<file path="src/hw/rtl/bf3_pkg.sv">
// Shared types and constants for the 3x3 RGB box filter.
package bf3_pkg;

   localparam int CH_W                 = 16;
   localparam int POS_W                = 9;
   localparam int DIM_W                = 10;
   localparam int DEFAULT_MAX_DIM      = 512;
   localparam int DEFAULT_CHANNEL_BITS = 16;
   localparam int CSR_ADDR_W           = 3;
   localparam int CSR_DATA_W           = 32;

   localparam logic [DIM_W-1:0]        DIM_RESET     = 10'd512;
   localparam logic [CSR_ADDR_W-3:0]   REG_IMAGE_DIM = 1'b0;

   typedef struct packed {
      logic [CH_W-1:0] red;
      logic [CH_W-1:0] green;
      logic [CH_W-1:0] blue;
   } req_payload_type;

   typedef struct packed {
      logic [CH_W-1:0]  out_red;
      logic [CH_W-1:0]  out_green;
      logic [CH_W-1:0]  out_blue;
      logic [POS_W-1:0] out_row;
      logic [POS_W-1:0] out_col;
      logic             frame_end;
   } rsp_payload_type;

   // One output pixel to be formed from the current window.
   typedef struct packed {
      logic             row_lo;
      logic             col_lo;
      logic             frame_end;
      logic [POS_W-1:0] row;
      logic [POS_W-1:0] col;
   } emit_type;

endpackage

</file>
<file path="src/hw/rtl/bf3_mean.sv">
// Window sum, divide by 4, 6 or 9, and the result output register.
module bf3_mean
   import bf3_pkg::*;
#(
   parameter int  CHANNEL_BITS = DEFAULT_CHANNEL_BITS,
   localparam int PIX_BITS     = 3 * CHANNEL_BITS
) (
   input  logic                      clock,
   input  logic                      reset,
   input  logic                      emit_valid,
   output logic                      emit_ready,
   input  emit_type                  emit,
   input  logic [8:0][PIX_BITS-1:0]  window,
   output logic                      rsp_valid,
   input  logic                      rsp_ready,
   output rsp_payload_type           rsp_data
);

   localparam int SUM_BITS  = CHANNEL_BITS + 4;
   localparam int K         = CHANNEL_BITS + 8;
   localparam int MUL_BITS  = K - 1;
   localparam int PROD_BITS = SUM_BITS + MUL_BITS;

   // Reciprocals rounded up; exact for every sum below 2**SUM_BITS.
   localparam logic [MUL_BITS-1:0] M4 = MUL_BITS'((2**K) / 4);
   localparam logic [MUL_BITS-1:0] M6 = MUL_BITS'((2**K + 5) / 6);
   localparam logic [MUL_BITS-1:0] M9 = MUL_BITS'((2**K + 8) / 9);

   typedef enum logic [1:0] {
      DIV_4,
      DIV_6,
      DIV_9
   } div_type;

   logic [2:0][2:0][SUM_BITS-1:0] col_sum;
   logic [2:0][SUM_BITS-1:0]      sum_in;
   logic [2:0][SUM_BITS-1:0]      sum_ff;
   div_type                       div_in;
   div_type                       div_ff;
   logic [POS_W-1:0]              row_ff;
   logic [POS_W-1:0]              col_ff;
   logic                          frame_end_ff;
   logic                          s3_valid_ff;
   logic                          out_take;
   logic [MUL_BITS-1:0]           mult;
   logic [2:0][PROD_BITS-1:0]     prod;
   rsp_payload_type               rsp_data_in;
   rsp_payload_type               rsp_data_ff;
   logic                          rsp_valid_ff;

   always_comb begin
      for (int ch = 0; ch < 3; ch++) begin
         for (int x = 0; x < 3; x++) begin
            col_sum[ch][x] =
               (emit.row_lo ? '0 : SUM_BITS'(window[x*3][ch*CHANNEL_BITS +: CHANNEL_BITS]))
               + SUM_BITS'(window[x*3+1][ch*CHANNEL_BITS +: CHANNEL_BITS])
               + SUM_BITS'(window[x*3+2][ch*CHANNEL_BITS +: CHANNEL_BITS]);
         end
         sum_in[ch] = (emit.col_lo ? '0 : col_sum[ch][0]) + col_sum[ch][1] + col_sum[ch][2];
      end
   end

   always_comb begin
      if (emit.row_lo && emit.col_lo) begin
         div_in = DIV_4;
      end else if (emit.row_lo || emit.col_lo) begin
         div_in = DIV_6;
      end else begin
         div_in = DIV_9;
      end
   end

   assign out_take   = !rsp_valid_ff || rsp_ready;
   assign emit_ready = !s3_valid_ff || out_take;

   always_ff @(posedge clock) begin
      if (reset) begin
         s3_valid_ff  <= 1'b0;
         rsp_valid_ff <= 1'b0;
      end else begin
         if (emit_ready) begin
            s3_valid_ff <= emit_valid;
         end
         if (out_take) begin
            rsp_valid_ff <= s3_valid_ff;
         end
      end
   end

   always_ff @(posedge clock) begin
      if (emit_valid && emit_ready) begin
         sum_ff       <= sum_in;
         div_ff       <= div_in;
         row_ff       <= emit.row;
         col_ff       <= emit.col;
         frame_end_ff <= emit.frame_end;
      end
   end

   always_comb begin
      unique case (div_ff)
         DIV_4:   mult = M4;
         DIV_6:   mult = M6;
         DIV_9:   mult = M9;
         default: mult = M9;
      endcase
   end

   always_comb begin
      for (int ch = 0; ch < 3; ch++) begin
         prod[ch] = PROD_BITS'(sum_ff[ch]) * PROD_BITS'(mult);
      end
      rsp_data_in.out_red   = CH_W'(prod[0][K +: CHANNEL_BITS]);
      rsp_data_in.out_green = CH_W'(prod[1][K +: CHANNEL_BITS]);
      rsp_data_in.out_blue  = CH_W'(prod[2][K +: CHANNEL_BITS]);
      rsp_data_in.out_row   = row_ff;
      rsp_data_in.out_col   = col_ff;
      rsp_data_in.frame_end = frame_end_ff;
   end

   always_ff @(posedge clock) begin
      if (s3_valid_ff && out_take) begin
         rsp_data_ff <= rsp_data_in;
      end
   end

   assign rsp_valid = rsp_valid_ff;
   assign rsp_data  = rsp_data_ff;

endmodule

</file>
<file path="config.mk">
export PLATFORM = sky130hd
export DESIGN_NAME = bf3_mean
export DESIGN_NICKNAME = d
export VERILOG_FILES = /design/src/hw/rtl/bf3_pkg.sv /design/src/hw/rtl/bf3_mean.sv
export SDC_FILE = /design/constraint.sdc
export NUM_CORES = 2
export LEC_CHECK = 0
export BUFFER_PORTS_ARGS = -buffer_cell sky130_fd_sc_hd__buf_2
export CAP_MARGIN = 20
export CELL_PAD_IN_SITES_DETAIL_PLACEMENT = 0
export CELL_PAD_IN_SITES_GLOBAL_PLACEMENT = 1
export CORE_MARGIN = 2
export CORE_UTILIZATION = 52
export DETAILED_ROUTE_END_ITERATION = 7
export PLACE_DENSITY = 0.89
export SLEW_MARGIN = 20
export SYNTH_ARGS = -nofsm -noshare
export SYNTH_HDL_FRONTEND = slang
export SYNTH_SLANG_ARGS = --single-unit
</file>
<file path="constraint.sdc">
create_clock -name clock -period 20.3 [get_ports clock]
set_input_delay 1.015 -clock clock [delete_from_list [all_inputs] [get_ports clock]]
set_output_delay 1.015 -clock clock [all_outputs]
set_load 0.05 [all_outputs]
</file>
==> impl_metrics.tcl <==
set metrics [dict create \
    outcome "completed" \
    yosys-top-cells-area "fa_1 41%, ha_1 19%, inv_1 12%, edfxtp_1 9.9%, xnor2_1 2.3%" \
    post-route-drc-count 0 \
    initial_utilization 0.525 \
    cts_root_buffer "clkbuf_16" \
    cts_sinks 150 \
    regToRegEndpoint "rsp_data[65]$_DFFE_PP_" \
    required_ns 20.55 \
    vias 30637 \
    arrival_ns 9.22 \
    h-tree-depth 4 \
    max_freq_mhz 111 \
    ys_seq_area_frac 0.100 \
    crit_start "div_ff[1]$_SDFFCE_PP0P_" \
    synth_top_family_by_area "adder cells" \
    grt-ovfl-total 0 \
    drive_gt1_frac 0.121 \
    clkTransAtPathRegs_ns 0.07 \
    holdCritPathClass "reg2reg" \
    timing.reg2reg.setup_slack_ns 11.33 \
    hold_viol_final 0 \
    yosys_most_used_dff "edfxtp_1" \
    synth_area_leader_cell "fa_1" \
    avgRoutedWirePerCell_um 19.4 \
    synthAdderAreaFrac 0.603 \
    cap_violations 0 \
    clock_latency_ns 0.51 \
    setup_viol_count_final 0 \
    core_sq_um 85300 \
    yosysWarnings 0 \
    crit_slowest_cell "edfxtp_1" \
    critPathKind "reg2reg" \
    io_pins 526 \
    cpMostUsedCell "fa_1" \
    cts_hold_buf 0 \
    synth-xor-area-share 0.0328 \
    synth_cell_types 75 \
    synth_edf_count 148 \
    die_area_sq_um 88400 \
    portBuffers 525 \
    rows 107 \
    drtAntennaViolNets 0 \
    synth_top_area_share 0.414 \
    die_h_um 297 \
    cts_setup_buffers 0 \
    max_slew_margin 0.342 \
    worst_setup_path_start_kind "register" \
    antenna_found_initial 10 \
    r2r_start "div_ff[1]$_SDFFCE_PP0P_" \
    grt_max_degree 71 \
    synth-seq-cells 150 \
    avgSynthCellArea_sq_um 10.1 \
    synthSimpleGateAreaFrac 0.0824 \
    grt_use_total 0.279 \
    place.gp.congestion 0.959 \
    setup_tns_ns 0 \
    syn_to_final_growth_pct 10.3 \
    rsz0062_at_grt "no" \
    cts_made_buffers 17 \
    async_flop_share 0 \
    setup_slack_ns 11.33 \
    endpoint "rsp_data[65]$_DFFE_PP_" \
    cts_tree "built" \
    fin_crit_sh 0.442 \
    finClkSkew_ns 0.0296 \
    end_kind "register" \
    post-place-ws_ns 11.36 \
    cp_max_fo 55 \
    synth-compound-area-share 0.0594 \
    synthCells 4450 \
    grt_pass1_wl_mm 186 \
    drt_iter0_markers 1809 \
    cpPeakStageDelay_ns 0.74 \
    muxShareOfSynthArea 0.00145 \
    dr.pass1.iters 5 \
    worst_pin_slew_ns 0.987 \
    cts_buffer_depth 2 \
    grt_pass1_vias 33642 \
    fin_crit_ns 8.97 \
    finalMaxSlewViolations 0 \
    rr_worst_depth 28 \
    hpwl_mm 109 \
    routed_wl_mm 118 \
    die_x_um 297 \
    nets 7009 \
    vias_per_cell 5.01 \
    synth_area_sq_um 44800 \
    cts_resized 0 \
]
-- per-stage QoR --
step	hold WS, ns	cell area (sq um)	utilization	std cells
2_1_floorplan	0.400	44800	-	4452
3_3_place_gp	0.401	48700	0.571	6076
3_5_place_dp	0.405	48700	0.571	6076
4_1_cts	0.423	49300	0.578	6108
5_1_grt	0.436	49400	0.579	6116
6_report	0.423	49400	0.579	6116
-- cells in the final DEF (no fill, tap or decap), types with 6 or more instances in the layout --
master,instances
a211oi_1,10
a21o_1,71
a21oi_1,121
a31oi_1,14
and2_1,143
and3_1,6
buf_2,524
buf_4,10
clkbuf_16,17
clkinv_8,6
diode_2,8
edfxtp_1,148
fa_1,925
ha_1,676
inv_1,1388
nand2_1,133
nand2b_1,107
nand3_1,31
nand4_1,10
nor2_1,110
nor2b_1,85
nor3_1,30
o211ai_1,8
o21a_1,22
o21ai_0,43
o21bai_1,39
o31ai_1,6
or2_2,7
xnor2_1,119
xor2_1,46
-- synth_stat cells, types with 3 or more instances --
cell       number
o2111ai_1       5
o31ai_1         6
a31o_2          5
and2_1        144
a41o_1          3
fa_1          925
xnor2_1       119
o21ai_1         5
or4_1           3
inv_1        1388
o21ai_0        43
xor2_1         46
and3_1          6
and4_1          4
a31oi_1        14
a211oi_1       10
a21oi_1       121
edfxtp_1      148
a21o_1         71
a2111oi_0       3
nand2b_1      107
nand2_1       133
clkbuf_1       50
a2111oi_2       4
o21a_1         22
o31a_1          5
mux2_2          3
nand4_1        10
o211ai_1        8
o311ai_0        3
nor2_1        111
o21bai_1       39
ha_1          676
nor2b_1        86
nor3_1         30
buf_1           3
nand3_1        31
or2_2           7
-- flip-flops by register name (all words and copies together) (netlist names) --
signal,flops
col_ff,9
rsp_valid,1
row_ff,9
rsp_data,67
div_ff,2
s3_valid_ff,1
frame_end_ff,1
sum_ff,60
-- critical path, delay by kind of cell, from the launching register on --
family          cells  cell delay, ns
fa+ha+maj           8            3.49
compound gates      7            1.74
buf+inv             8            1.45
simple gates        4            1.12
flops               1            0.74
xor+xnor            1            0.09
-- area by class of cell --
cell class              count  area [sq um]
repair buffers            534          2700
fillers                  7543         35900
clock inverters            15           196
well taps                1144          1430
multi-input cells        2860         34900
inverters                1388          5210
diodes                      8          20.0
clock buffers              17           425
flip-flops and latches    150          4480
-- routing by layer --
metal  vias up  GRT usage  part of all wire
met4         2     0.0936             0.035
met3       146     0.0627             0.073
li1      14453          -                 -
met5         -          0           0.00011
met1     15148      0.369              0.42
met2       888      0.456              0.47
-- cells by family after synthesis --
| family | count (synthesis) |
|---|---|
| DFF | 150 |
| xor gates and xnor gates | 166 |
| AOI/OAI and AO/OA | 394 |
| other | 2 |
| buffers and inverters | 1442 |
| muxes | 6 |
| and+or+nand+nor | 689 |
| adders and majority gates | 1601 |
-- how the worst min path moves through the flow --
stage	startpoint	end	slack, ns	cells after the start
final	col_ff[6]$_DFFE_PP_	rsp_data[7]$_DFFE_PP_	0.42	0
after global routing	col_ff[8]$_DFFE_PP_	rsp_data[9]$_DFFE_PP_	0.44	0
after CTS	col_ff[6]$_DFFE_PP_	rsp_data[7]$_DFFE_PP_	0.42	0
after detailed placement	row_ff[7]$_DFFE_PP_	rsp_data[17]$_DFFE_PP_	0.41	0
after global placement	col_ff[3]$_DFFE_PP_	rsp_data[4]$_DFFE_PP_	0.40	0
after floorplan	frame_end_ff$_DFFE_PP_	rsp_data[0]$_DFFE_PP_	0.40	0
Power is not shown: default switching activity piles up to over one toggle a cycle in this logic, so the estimate is an artifact.
